File: config.mk
export PLATFORM = sky130hd
export DESIGN_NAME = thick_line_rasterizer_core
export DESIGN_NICKNAME = d
export VERILOG_FILES = /design/src/hw/rtl/tlr_pkg.sv /design/src/hw/rtl/thick_line_rasterizer_core.sv
export VERILOG_INCLUDE_DIRS = /design/src /design/src/hw/rtl
export SDC_FILE = /design/constraint.sdc
export NUM_CORES = 2
export LEC_CHECK = 0
export ABC_CLOCK_PERIOD_IN_PS = 13300
export BUFFER_PORTS_ARGS = -buffer_cell sky130_fd_sc_hd__buf_2
export CAP_MARGIN = 30
export CORE_MARGIN = 2
export CORE_UTILIZATION = 65
export CTS_CLUSTER_SIZE = 10
export DETAILED_ROUTE_END_ITERATION = 8
export PLACE_DENSITY = 0.86
export SLEW_MARGIN = 25
export SYNTH_ARGS = -nofsm -noshare
export SYNTH_HDL_FRONTEND = slang
export SYNTH_SLANG_ARGS = --single-unit
File: constraint.sdc
create_clock -name clock -period 13.3 [get_ports clock]
set_input_delay 0.665 -clock clock [delete_from_list [all_inputs] [get_ports clock]]
set_output_delay 0.665 -clock clock [all_outputs]
set_load 0.01 [all_outputs]
File: src/hw/rtl/thick_line_rasterizer_core_macros.svh
// Assertion macros shared by the rasterizer RTL.
`ifndef THICK_LINE_RASTERIZER_CORE_MACROS_SVH
`define THICK_LINE_RASTERIZER_CORE_MACROS_SVH

// Clocked check, off while reset is high.
`define TLR_ASSERT(label, prop, msg) \
   label: assert property (@(posedge clock) disable iff (reset) prop) else $error(msg);

// Clocked check that also holds through reset.
`define TLR_ASSERT_ALWAYS(label, prop, msg) \
   label: assert property (@(posedge clock) prop) else $error(msg);

`endif

File: src/hw/rtl/tlr_pkg.sv
// Package with widths, register indexes and opcodes of the thick line rasterizer.
package tlr_pkg;

   localparam int COORD_BITS    = 16;
   localparam int WIDE_BITS     = ((COORD_BITS > 16) ? COORD_BITS : 16) + 2;
   localparam int ERR_BITS      = COORD_BITS + 3;
   localparam int STEP_BITS     = COORD_BITS + 1;
   localparam int DIM_BITS      = 15;
   localparam int STRIDE_BITS   = 16;
   localparam int HEIGHT_BITS   = 8;
   localparam int COLOR_BITS    = 32;
   localparam int ADDR_BITS     = 32;
   localparam int PROD_BITS     = DIM_BITS + STRIDE_BITS;
   localparam int CSR_ADDR_BITS = 4;
   localparam int CSR_DATA_BITS = 32;

   localparam logic [DIM_BITS-1:0]    FRAME_WIDTH_RESET  = DIM_BITS'(1920);
   localparam logic [DIM_BITS-1:0]    FRAME_HEIGHT_RESET = DIM_BITS'(1080);
   localparam logic [STRIDE_BITS-1:0] ROW_STRIDE_RESET   = STRIDE_BITS'(1920);
   localparam logic [HEIGHT_BITS-1:0] LINE_HEIGHT_RESET  = HEIGHT_BITS'(1);

   localparam logic signed [WIDE_BITS-1:0]  WIDE_ONE  = WIDE_BITS'(1);
   localparam logic signed [COORD_BITS-1:0] COORD_ONE = COORD_BITS'(1);
   localparam logic [STEP_BITS-1:0]         STEP_ONE  = STEP_BITS'(1);

   typedef enum logic [1:0] {
      REG_FRAME_WIDTH  = 2'd0,
      REG_FRAME_HEIGHT = 2'd1,
      REG_ROW_STRIDE   = 2'd2,
      REG_LINE_HEIGHT  = 2'd3
   } csr_reg_type;

   typedef enum logic {
      OP_LOAD = 1'b0,
      OP_STEP = 1'b1
   } opcode_type;

endpackage

File: src/hw/rtl/thick_line_rasterizer_core.sv
// Thick line rasterizer: Bresenham stepper emitting clipped vertical spans.
//
//   channel | direction | handshake          | transaction
//   req     | in        | req_valid/req_stall | load line (opcode 0) or step (opcode 1)
//   rsp     | out       | rsp_valid/rsp_stall | one span per step, none per load
//   csr     | in/out    | APB psel/penable    | 32-bit register write or read
//
// One transaction per cycle on req unless stalled; a step's span is registered when accepted.
// Path per step: clip compare, one 15x16 address multiply and an add, all from the state regs.
// req_stall is high only while a span sits in the output register and rsp_stall is high.
// Synchronous reset clears the line state and loads the register defaults; no line is active.
`include "thick_line_rasterizer_core_macros.svh"

module thick_line_rasterizer_core import tlr_pkg::*; (
   input  logic                          clock,
   input  logic                          reset,

   input  logic                          req_valid,
   output logic                          req_stall,
   input  logic                          req_opcode,
   input  logic signed [COORD_BITS-1:0]  req_x_start,
   input  logic signed [COORD_BITS-1:0]  req_y_start,
   input  logic signed [COORD_BITS-1:0]  req_x_end,
   input  logic signed [COORD_BITS-1:0]  req_y_end,
   input  logic [COLOR_BITS-1:0]         req_draw_color,

   output logic                          rsp_valid,
   input  logic                          rsp_stall,
   output logic [DIM_BITS-1:0]           rsp_pixel_x,
   output logic [DIM_BITS-1:0]           rsp_row_first,
   output logic [DIM_BITS-1:0]           rsp_row_last,
   output logic [ADDR_BITS-1:0]          rsp_first_address,
   output logic [COLOR_BITS-1:0]         rsp_span_color,
   output logic                          rsp_visible,
   output logic                          rsp_line_done,

   input  logic                          csr_psel,
   input  logic                          csr_penable,
   input  logic                          csr_pwrite,
   input  logic [CSR_ADDR_BITS-1:0]      csr_paddr,
   input  logic [CSR_DATA_BITS-1:0]      csr_pwdata,
   output logic [CSR_DATA_BITS-1:0]      csr_prdata,
   output logic                          csr_pready
);

   // configuration
   logic [DIM_BITS-1:0]    frame_width_ff, frame_height_ff;
   logic [STRIDE_BITS-1:0] row_stride_ff;
   logic [HEIGHT_BITS-1:0] line_height_ff;
   logic                   csr_write;
   csr_reg_type            csr_index;

   // line state
   logic signed [COORD_BITS-1:0] cur_x_ff, cur_x_in, cur_y_ff, cur_y_in;
   logic [COORD_BITS-1:0]        delta_x_ff, delta_x_in, delta_y_ff, delta_y_in;
   logic signed [ERR_BITS-1:0]   error_ff, error_in;
   logic                         dir_x_neg_ff, dir_x_neg_in, dir_y_neg_ff, dir_y_neg_in;
   logic                         x_is_major_ff, x_is_major_in;
   logic [STEP_BITS-1:0]         steps_left_ff, steps_left_in;
   logic                         line_active_ff, line_active_in;
   logic [COLOR_BITS-1:0]        held_color_ff, held_color_in;

   // result register
   logic                   rsp_valid_ff, rsp_valid_in;
   logic [DIM_BITS-1:0]    pixel_x_ff, pixel_x_in, row_first_ff, row_first_in;
   logic [DIM_BITS-1:0]    row_last_ff, row_last_in;
   logic [ADDR_BITS-1:0]   address_ff, address_in;
   logic [COLOR_BITS-1:0]  color_ff, color_in;
   logic                   visible_ff, visible_in, done_ff, done_in;

   logic req_accept, is_step, active_step;

   // load datapath
   logic signed [COORD_BITS:0] diff_x, diff_y, neg_diff_x, neg_diff_y;
   logic                       x_pos, y_pos, load_x_major;
   logic [COORD_BITS-1:0]      abs_dx, abs_dy, load_major;

   // span datapath
   logic signed [WIDE_BITS-1:0] cur_x_w, cur_y_w, lh_w, fw_w, fh_last_w;
   logic signed [WIDE_BITS-1:0] bottom_w, rf_w, rl_w;
   logic                        x_inside, span_vis;
   logic [DIM_BITS-1:0]         span_x;
   logic [PROD_BITS-1:0]        row_product;

   // step datapath
   logic [COORD_BITS-1:0]      maj_delta, min_delta;
   logic signed [ERR_BITS-1:0] twice_maj, twice_min, err_add;
   logic                       minor_move, x_moves, y_moves;

   // ---------------- configuration port ----------------
   assign csr_pready = 1'b1;
   assign csr_write  = csr_psel && csr_penable && csr_pwrite && csr_pready;
   assign csr_index  = csr_reg_type'(csr_paddr[3:2]);

   always_comb begin
      unique case (csr_index)
         REG_FRAME_WIDTH:  csr_prdata = CSR_DATA_BITS'(frame_width_ff);
         REG_FRAME_HEIGHT: csr_prdata = CSR_DATA_BITS'(frame_height_ff);
         REG_ROW_STRIDE:   csr_prdata = CSR_DATA_BITS'(row_stride_ff);
         REG_LINE_HEIGHT:  csr_prdata = CSR_DATA_BITS'(line_height_ff);
         default:          csr_prdata = '0;
      endcase
   end

   always_ff @(posedge clock) begin
      if (reset) begin
         frame_width_ff  <= FRAME_WIDTH_RESET;
         frame_height_ff <= FRAME_HEIGHT_RESET;
         row_stride_ff   <= ROW_STRIDE_RESET;
         line_height_ff  <= LINE_HEIGHT_RESET;
      end else if (csr_write) begin
         unique case (csr_index)
            REG_FRAME_WIDTH:  frame_width_ff  <= csr_pwdata[DIM_BITS-1:0];
            REG_FRAME_HEIGHT: frame_height_ff <= csr_pwdata[DIM_BITS-1:0];
            REG_ROW_STRIDE:   row_stride_ff   <= csr_pwdata[STRIDE_BITS-1:0];
            REG_LINE_HEIGHT:  line_height_ff  <= csr_pwdata[HEIGHT_BITS-1:0];
            default: ;
         endcase
      end
   end

   // ---------------- handshake ----------------
   assign req_stall   = rsp_valid_ff && rsp_stall;
   assign req_accept  = req_valid && !req_stall;
   assign is_step     = opcode_type'(req_opcode) == OP_STEP;
   assign active_step = line_active_ff && (steps_left_ff != '0);

   // ---------------- load ----------------
   assign diff_x     = (COORD_BITS+1)'(req_x_end) - (COORD_BITS+1)'(req_x_start);
   assign diff_y     = (COORD_BITS+1)'(req_y_end) - (COORD_BITS+1)'(req_y_start);
   assign neg_diff_x = -diff_x;
   assign neg_diff_y = -diff_y;
   assign x_pos      = !diff_x[COORD_BITS] && (diff_x != '0);
   assign y_pos      = !diff_y[COORD_BITS] && (diff_y != '0);
   assign abs_dx     = x_pos ? diff_x[COORD_BITS-1:0] : neg_diff_x[COORD_BITS-1:0];
   assign abs_dy     = y_pos ? diff_y[COORD_BITS-1:0] : neg_diff_y[COORD_BITS-1:0];
   assign load_x_major = abs_dx >= abs_dy;
   assign load_major   = load_x_major ? abs_dx : abs_dy;

   // ---------------- span of the current point ----------------
   assign cur_x_w   = WIDE_BITS'(cur_x_ff);
   assign cur_y_w   = WIDE_BITS'(cur_y_ff);
   assign lh_w      = signed'(WIDE_BITS'(line_height_ff));
   assign fw_w      = signed'(WIDE_BITS'(frame_width_ff));
   assign fh_last_w = signed'(WIDE_BITS'(frame_height_ff)) - WIDE_ONE;
   assign bottom_w  = cur_y_w + lh_w - WIDE_ONE;
   assign rf_w      = cur_y_w[WIDE_BITS-1] ? '0 : cur_y_w;
   assign rl_w      = (bottom_w > fh_last_w) ? fh_last_w : bottom_w;
   assign x_inside  = !cur_x_w[WIDE_BITS-1] && (cur_x_w < fw_w);
   assign span_vis  = active_step && (line_height_ff != '0) && x_inside && (rf_w <= rl_w);
   assign span_x    = DIM_BITS'(cur_x_ff);
   assign row_product = PROD_BITS'(rf_w[DIM_BITS-1:0]) * PROD_BITS'(row_stride_ff);

   // ---------------- Bresenham advance ----------------
   assign maj_delta  = x_is_major_ff ? delta_x_ff : delta_y_ff;
   assign min_delta  = x_is_major_ff ? delta_y_ff : delta_x_ff;
   assign twice_maj  = signed'(ERR_BITS'({maj_delta, 1'b0}));
   assign twice_min  = signed'(ERR_BITS'({min_delta, 1'b0}));
   assign err_add    = error_ff + twice_min;
   assign minor_move = !err_add[ERR_BITS-1];
   assign x_moves    = x_is_major_ff || minor_move;
   assign y_moves    = !x_is_major_ff || minor_move;

   always_comb begin
      cur_x_in       = cur_x_ff;
      cur_y_in       = cur_y_ff;
      delta_x_in     = delta_x_ff;
      delta_y_in     = delta_y_ff;
      error_in       = error_ff;
      dir_x_neg_in   = dir_x_neg_ff;
      dir_y_neg_in   = dir_y_neg_ff;
      x_is_major_in  = x_is_major_ff;
      steps_left_in  = steps_left_ff;
      line_active_in = line_active_ff;
      held_color_in  = held_color_ff;

      rsp_valid_in = rsp_valid_ff && rsp_stall;
      pixel_x_in   = pixel_x_ff;
      row_first_in = row_first_ff;
      row_last_in  = row_last_ff;
      address_in   = address_ff;
      color_in     = color_ff;
      visible_in   = visible_ff;
      done_in      = done_ff;

      if (req_accept && !is_step) begin
         cur_x_in       = req_x_start;
         cur_y_in       = req_y_start;
         delta_x_in     = abs_dx;
         delta_y_in     = abs_dy;
         dir_x_neg_in   = !x_pos;
         dir_y_neg_in   = !y_pos;
         x_is_major_in  = load_x_major;
         error_in       = -signed'(ERR_BITS'(load_major));
         steps_left_in  = STEP_BITS'(load_major) + STEP_ONE;
         line_active_in = 1'b1;
         held_color_in  = req_draw_color;
      end else if (req_accept && is_step) begin
         rsp_valid_in = 1'b1;
         pixel_x_in   = span_vis ? span_x : '0;
         row_first_in = span_vis ? rf_w[DIM_BITS-1:0] : '0;
         row_last_in  = span_vis ? rl_w[DIM_BITS-1:0] : '0;
         address_in   = span_vis ? ADDR_BITS'(row_product) + ADDR_BITS'(span_x) : '0;
         visible_in   = span_vis;
         color_in     = active_step ? held_color_ff : '0;
         done_in      = active_step ? (steps_left_ff == STEP_ONE) : 1'b1;
         if (active_step) begin
            if (x_moves) begin
               cur_x_in = dir_x_neg_ff ? cur_x_ff - COORD_ONE : cur_x_ff + COORD_ONE;
            end
            if (y_moves) begin
               cur_y_in = dir_y_neg_ff ? cur_y_ff - COORD_ONE : cur_y_ff + COORD_ONE;
            end
            error_in       = minor_move ? err_add - twice_maj : err_add;
            steps_left_in  = steps_left_ff - STEP_ONE;
            line_active_in = steps_left_ff != STEP_ONE;
         end else begin
            line_active_in = 1'b0;
         end
      end
   end

   always_ff @(posedge clock) begin
      if (reset) begin
         cur_x_ff       <= '0;
         cur_y_ff       <= '0;
         delta_x_ff     <= '0;
         delta_y_ff     <= '0;
         error_ff       <= '0;
         dir_x_neg_ff   <= 1'b0;
         dir_y_neg_ff   <= 1'b0;
         x_is_major_ff  <= 1'b0;
         steps_left_ff  <= '0;
         line_active_ff <= 1'b0;
         held_color_ff  <= '0;
         rsp_valid_ff   <= 1'b0;
      end else begin
         cur_x_ff       <= cur_x_in;
         cur_y_ff       <= cur_y_in;
         delta_x_ff     <= delta_x_in;
         delta_y_ff     <= delta_y_in;
         error_ff       <= error_in;
         dir_x_neg_ff   <= dir_x_neg_in;
         dir_y_neg_ff   <= dir_y_neg_in;
         x_is_major_ff  <= x_is_major_in;
         steps_left_ff  <= steps_left_in;
         line_active_ff <= line_active_in;
         held_color_ff  <= held_color_in;
         rsp_valid_ff   <= rsp_valid_in;
      end
   end

   always_ff @(posedge clock) begin
      pixel_x_ff   <= pixel_x_in;
      row_first_ff <= row_first_in;
      row_last_ff  <= row_last_in;
      address_ff   <= address_in;
      color_ff     <= color_in;
      visible_ff   <= visible_in;
      done_ff      <= done_in;
   end

   assign rsp_valid         = rsp_valid_ff;
   assign rsp_pixel_x       = pixel_x_ff;
   assign rsp_row_first     = row_first_ff;
   assign rsp_row_last      = row_last_ff;
   assign rsp_first_address = address_ff;
   assign rsp_span_color    = color_ff;
   assign rsp_visible       = visible_ff;
   assign rsp_line_done     = done_ff;

   // ---------------- assertions ----------------
   `TLR_ASSERT(a_active_has_steps, line_active_ff |-> (steps_left_ff != '0), "active line with no steps left")
   `TLR_ASSERT(a_rows_ordered, (rsp_valid_ff && visible_ff) |-> (row_first_ff <= row_last_ff), "visible span rows out of order")
   `TLR_ASSERT(a_hidden_zero, (rsp_valid_ff && !visible_ff) |-> (address_ff == '0 && pixel_x_ff == '0), "hidden span carries position")
   `TLR_ASSERT(a_idle_step_done, (req_accept && is_step && !line_active_ff) |=> (rsp_valid_ff && done_ff), "step without line not flagged done")

endmodule

Word-level counts from Yosys, hierarchy flattened --
Cells that the tools add are included.
Storage, ports and cells: register bits 302, logic and storage cells 122
Operators by class: equal/unequal tests 5, $add $sub $neg 17, $mul 1, mux-type cells 30, magnitude comparators 4, reductions and logical operators 41, bitwise gates (word level) 1
Operators with widths (number):
- $mux W16 | 15
- $pmux W32 S4 | 1
- $mux W19 | 4
- $mux W17 | 3
- $reduce_bool A17 Y1 | 3
- $sub A16 B16 Y17 | 2
- $add A16 B2 Y16 const B | 2
- $add A31 B15 Y32 | 1
- $neg A16 Y16 | 2
- $sub A16 B2 Y16 const B | 2
- $mul A15 B16 Y31 | 1
- $add A19 B18 Y19 | 1
- $neg A16 Y19 | 1
- $sub A19 B18 Y19 | 1
- $gt A18 B16 Y1 | 1
- $le A16 B18 Y1 | 1
- $mux W18 | 1
- $sub A17 B2 Y18 const B | 1
- $add A16 B1 Y17 const B | 1
- $add A16 B9 Y17 | 1
- $eq A17 B1 Y1 const B | 1
- $ne A17 B1 Y1 const B | 1
- $sub A17 B1 Y17 const B | 1
- $ge A16 B16 Y1 | 1
- other kinds (15) | 50

Longest topological paths before layout --
word-level depth 8, mapped depth 41, gate-level depth less buffers 36

Worst setup path before layout --
Ideal clock, no wire load.
path type in2reg, from input req_y_end[0], to register error_ff[14], setup time 0.086 ns, arrival time 7.248 ns, setup slack 5.967 ns, required time 13.214 ns, buffers on the path 3, stages on the path 30, cell sequence inv_1 ha_1 inv_1 fa_1 a211o_1 a2111o_1 nand3_1 nand3b_1 or4_1 or4_1 nor4b_1 o21ai_0 o31ai_2 inv_1 ha_1 and4_1 a221oi_1 o21ai_0 clkbuf_1 clkbuf_1 nor4_1 nor3_1 inv_1 ha_1 nand4b_1 or3_1 buf_2 nor4b_4 xor2_1 a211oi_1
Between the ends: cells in the longest elaborated chain, start to end 8, elaborated cells between the ends (all ways) 10, classes of those cells add/sub (3); order compare (1); mux (3); reduce/logical (3)
RTL lines:
- start: declaration | line thick_line_rasterizer_core.sv:24 | input logic signed [COORD_BITS-1:0] req_y_end,
- $sub A16 B16 Y17 (*) | line thick_line_rasterizer_core.sv:130 | assign diff_y = (COORD_BITS+1)'(req_y_end) - (COORD_BITS+1)'(req_y_start);
- branches (longest 2 deep; another with $neg A16 Y16)
- $mux W16 (*) | line thick_line_rasterizer_core.sv:136 | assign abs_dy = y_pos ? diff_y[COORD_BITS-1:0] : neg_diff_y[COORD_BITS-1:0];
- $ge A16 B16 Y1 | line thick_line_rasterizer_core.sv:137 | assign load_x_major = abs_dx >= abs_dy;
- $mux W16 (*) | line thick_line_rasterizer_core.sv:138 | assign load_major = load_x_major ? abs_dx : abs_dy;
- $neg A16 Y19 (*) | line thick_line_rasterizer_core.sv:194 | error_in = -signed'(ERR_BITS'(load_major));
- $mux W19 (*) | line thick_line_rasterizer_core.sv:186 | if (req_accept && !is_step) begin
- end signal: assignment | line thick_line_rasterizer_core.sv:242 | error_ff <= error_in;
- end: declaration | line thick_line_rasterizer_core.sv:56 | logic signed [ERR_BITS-1:0] error_ff, error_in;
Every way passes the cells marked *. A chain may end at the register's enable or synchronous reset.

Final worst setup path --
from register cur_y_ff[2], to register address_ff[31] (netlist: rsp_first_address[31]) (data pin)
Between the ends: elaborated cells between the ends (all ways) 9, classes of those cells add/sub (3); mul (1); order compare (2); mux (2); reduce/logical (1)
RTL lines:
- start: declaration | line thick_line_rasterizer_core.sv:54 | logic signed [COORD_BITS-1:0] cur_x_ff, cur_x_in, cur_y_ff, cur_y_in;
- start signal: assignment | line thick_line_rasterizer_core.sv:239 | cur_y_ff <= cur_y_in;
- $mux W15 (*) | line thick_line_rasterizer_core.sv:147 | assign rf_w = cur_y_w[WIDE_BITS-1] ? '0 : cur_y_w;
- named net rf_w[2] | line thick_line_rasterizer_core.sv:80 | logic signed [WIDE_BITS-1:0] bottom_w, rf_w, rl_w;
- $mul A15 B16 Y31 / $le A16 B18 Y1 (equally long branches) | line thick_line_rasterizer_core.sv:152, thick_line_rasterizer_core.sv:150
- $add A31 B15 Y32 / $logic_and A1 B1 Y1 (equally long branches) | line thick_line_rasterizer_core.sv:203, thick_line_rasterizer_core.sv:150
- end signal: assignment | line thick_line_rasterizer_core.sv:257 | address_ff <= address_in;
- end: declaration | line thick_line_rasterizer_core.sv:67 | logic [ADDR_BITS-1:0] address_ff, address_in;
The timed path passes the listed nets; every way through them passes the cells marked *.

==> results.ini <==
[floorplan]
ios = 286
die_x_um = 219.1
die-area_sq_um = 48000
start_util_pct = 66.12
chipHeight_um = 219.1
fp-row-count = 78
coreArea_sq_um = 45480

[synthesis]
async_flop_share_pct = 0
syn-instance-count = 3561
seq_area_frac_synth_pct = 23.74
syn_area_per_cell_sq_um = 8.444
yosysUniqueCellTypes = 107
yosys_register_bits = 301
ys_warn_count = 0
syn_area_sq_um = 30070
synth_ff_type = dfxtp_1
synth-edff-count = 111

[cells_and_area]
layout.nets = 4354
drive_gt1_share_pct = 11.38
area_delta_synth_final_pct = 9.500
finalInstanceArea_sq_um = 32930

[worst_setup_path]
r2r-end = rsp_first_address[31]$_SDFFCE_PN0P_
cp_top_family = adder cells
crit_path_end = rsp_first_address[31]$_SDFFCE_PN0P_
crit_path_start_kind = flip-flop
cp_slowest_cell = nor2_1
r2r_slack_ps = 4480
crit_type = flip-flop to flip-flop
cp-startpoint = cur_y_ff[2]$_SDFFE_PP0P_
crit-reg2reg-launch = cur_y_ff[2]$_SDFFE_PP0P_
critPathBufInv = 6
cp-end-kind = flip-flop
cp.arrival_ps = 9100
cp_num_cells = 26
crit_fanout = 11
reg2reg_depth = 26
worstPathRequired_ps = 13580
cpPeakStageDelay_ps = 830

[sta]
drv_slew = 0
max_slew_margin_pct = 29.97
rsz0062_at_grt = no
fmax_mhz = 113.3
fin_setup_tns_ps = 0
timing.final.crit_share_pct = 66.34
fin_skew_ps = 18.12
worst_pin_slew_ps = 1047
setup_viol = 0
fin_ws_ps = 4476
hold_violations = 0
period_needed_ps = 8824

[global_route]
grt_overflow_total = 0
track_usage_pct = 34.37
antenna_found_initial = 4
grt_pass1_vias = 25860
grt_pass1_wl_um = 131100
grt_max_degree = 91

[power_and_ir_drop]
p_sw_w = 0.001647
p_per_area_nw_per_um2 = 122.4
p_int_w = 0.002384
ir_drop_mv = 0.1002
p_leak_nw = 14.99
swShare_pct = 40.85
seqPwrFrac_pct = 27.0
p_comb_share_pct = 48.0
clockPowerShare_pct = 25.0

[flow_run]
max_cap_violations = 0

[drt]
vias = 26690
drtIter0Drc = 2395
met2_length_um = 38340
met1_length_um = 32150
drc = 0
vias_per_cell = 6.138
wl_met3_um = 7072
routedWlPerCell_um = 19.00
ant_nets = 0
routed.top_layer = met5
routed_wl_um = 82620
drtPass1Iterations = 5

[cts]
cts-root-buf = clkbuf_16
cts_buffers = 39
clock_latency_ps = 570
cts_tree = built
clock-sinks = 301
ctsResizeCount = 0
cts.htree.levels = 2
cts_hold_buf = 0
clk_pin_slew_ps = 50
cts_buffer_depth = 3
cts_setup_buffers = 0

[placed_design]
dp_hpwl_um = 63480
place_area_sq_um = 31660
gp_congestion = 0.9809
io_buffers = 250
dp_slack_ps = 4490

[hold_path]
min_path_type = input pin to flip-flop

[status]
status = finished clean

-- logic make-up (layout without fill, tap and decap cells) --
| logic type | Yosys count | count (layout) | synth area share, % |
|---|---|---|---|
| muxes | 86 | 86 | 3.287 |
| adders and majority gates | 495 | 495 | 25.64 |
| and+or+nand+nor | 1247 | 1247 | 19.65 |
| DFF | 301 | 301 | 23.74 |
| AOI/OAI and AO/OA | 688 | 688 | 15.33 |
| xor gates and xnor gates | 165 | 165 | 4.831 |
| buffers and inverters | 577 | 745 | 7.498 |
| other | 2 | 21 | 0.02498 |
-- flip-flops by register name, indices dropped and copies added (netlist names), 8 cells and up --
| signal | cells |
|---|---|
| error_ff | 18 |
| delta_y_ff | 16 |
| cur_y_ff | 16 |
| rsp_pixel_x | 15 |
| rsp_row_last | 15 |
| delta_x_ff | 16 |
| rsp_span_color | 32 |
| held_color_ff | 32 |
| row_stride_ff | 16 |
| frame_height_ff | 15 |
| frame_width_ff | 15 |
| steps_left_ff | 17 |
| rsp_row_first | 15 |
| cur_x_ff | 16 |
| line_height_ff | 8 |
| rsp_first_address | 32 |
-- synthesized netlist by cell type (all sizes together), types with 56 or more instances --
master	number	area [sq um]
edfxtp	111	3333
ha	293	3666
dfxtp	190	3804
xor2	66	585.6
nor2	297	1115
nand2	447	1683
a21oi	228	1156
inv	396	1486
nor3	87	440.4
nand3	57	290.3
xnor2	99	867.1
fa	202	4044
o21ai	111	555.5
mux2i	56	560.5
clkbuf	140	525.5
and3	110	688.2
a211oi	101	773.3
-- power groups by stage --
stage | Clock, W | Combinational [W] | Sequential [W]
5_1_grt | 0.00105 | 0.00215 | 0.00109
6_report | 0.00101 | 0.00193 | 0.00109
3_3_place_gp | 0 | 0.00184 | 0.00110
3_5_place_dp | 0 | 0.00189 | 0.00110
4_1_cts | 0.00101 | 0.00191 | 0.00108
2_1_floorplan | 0 | 0.00145 | 0.00108
-- through the flow --
stage	cells	hold WS (ps)	utilization [%]	total power (W)
finish	4348	344.1	72.40	0.004031
global route	4347	339.7	72.39	0.004298
CTS	4341	321.0	72.29	0.004005
detailed placement	4275	442.1	69.61	0.002991
global placement	4272	436.8	69.53	0.002935
floorplan	3576	431.7	-	0.002531
-- per-layer routing --
metal	track usage, %	vias up
li1	-	12500
met3	6.168	318
met5	0	-
met2	56.05	1275
met4	19.84	2
met1	42.96	12590
-- worst min-delay path by stage --
stage | from | endpoint | slack (ps) | depth (start not counted)
final | req_draw_color[28] | held_color_ff[28]$_SDFFE_PP0P_ | 340 | 3
after global routing | req_draw_color[10] | held_color_ff[10]$_SDFFE_PP0P_ | 340 | 3
after CTS | req_draw_color[23] | held_color_ff[23]$_SDFFE_PP0P_ | 320 | 3
after detailed placement | held_color_ff[0]$_SDFFE_PP0P_ | held_color_ff[0]$_SDFFE_PP0P_ | 440 | 2
after global placement | held_color_ff[25]$_SDFFE_PP0P_ | held_color_ff[25]$_SDFFE_PP0P_ | 440 | 2
after floorplan | held_color_ff[0]$_SDFFE_PP0P_ | held_color_ff[0]$_SDFFE_PP0P_ | 430 | 2
-- worst min-delay path: stages --
cell and delay, ps:
buf_2 100, nand2_1 50, a21oi_1 50
-- placed cells by master, fill, tap and decap left out, types with 56 or more instances in the layout --
| cell | n |
|---|---|
| o21ai_0 | 102 |
| edfxtp_1 | 111 |
| xor2_1 | 65 |
| inv_1 | 395 |
| a21oi_1 | 226 |
| and3_1 | 109 |
| nand3_1 | 56 |
| nor3_1 | 85 |
| a211oi_1 | 98 |
| mux2i_1 | 56 |
| fa_1 | 202 |
| nor2_1 | 295 |
| buf_2 | 249 |
| ha_1 | 293 |
| xnor2_1 | 99 |
| nand2_1 | 445 |
| dfxtp_1 | 189 |
-- area by class of cell --
cell class / count / area, sq um
multi-input combinational: 2698 / 20800
fill: 3390 / 12550
sequential: 301 / 7138
timing repair buffer: 283 / 1516
inverter: 396 / 1486
clock buffer: 61 / 1172
tap: 600 / 750.7
clock inverter: 5 / 47.55
antenna: 4 / 10.01
Note: power is estimated with default switching activity, not from simulation.
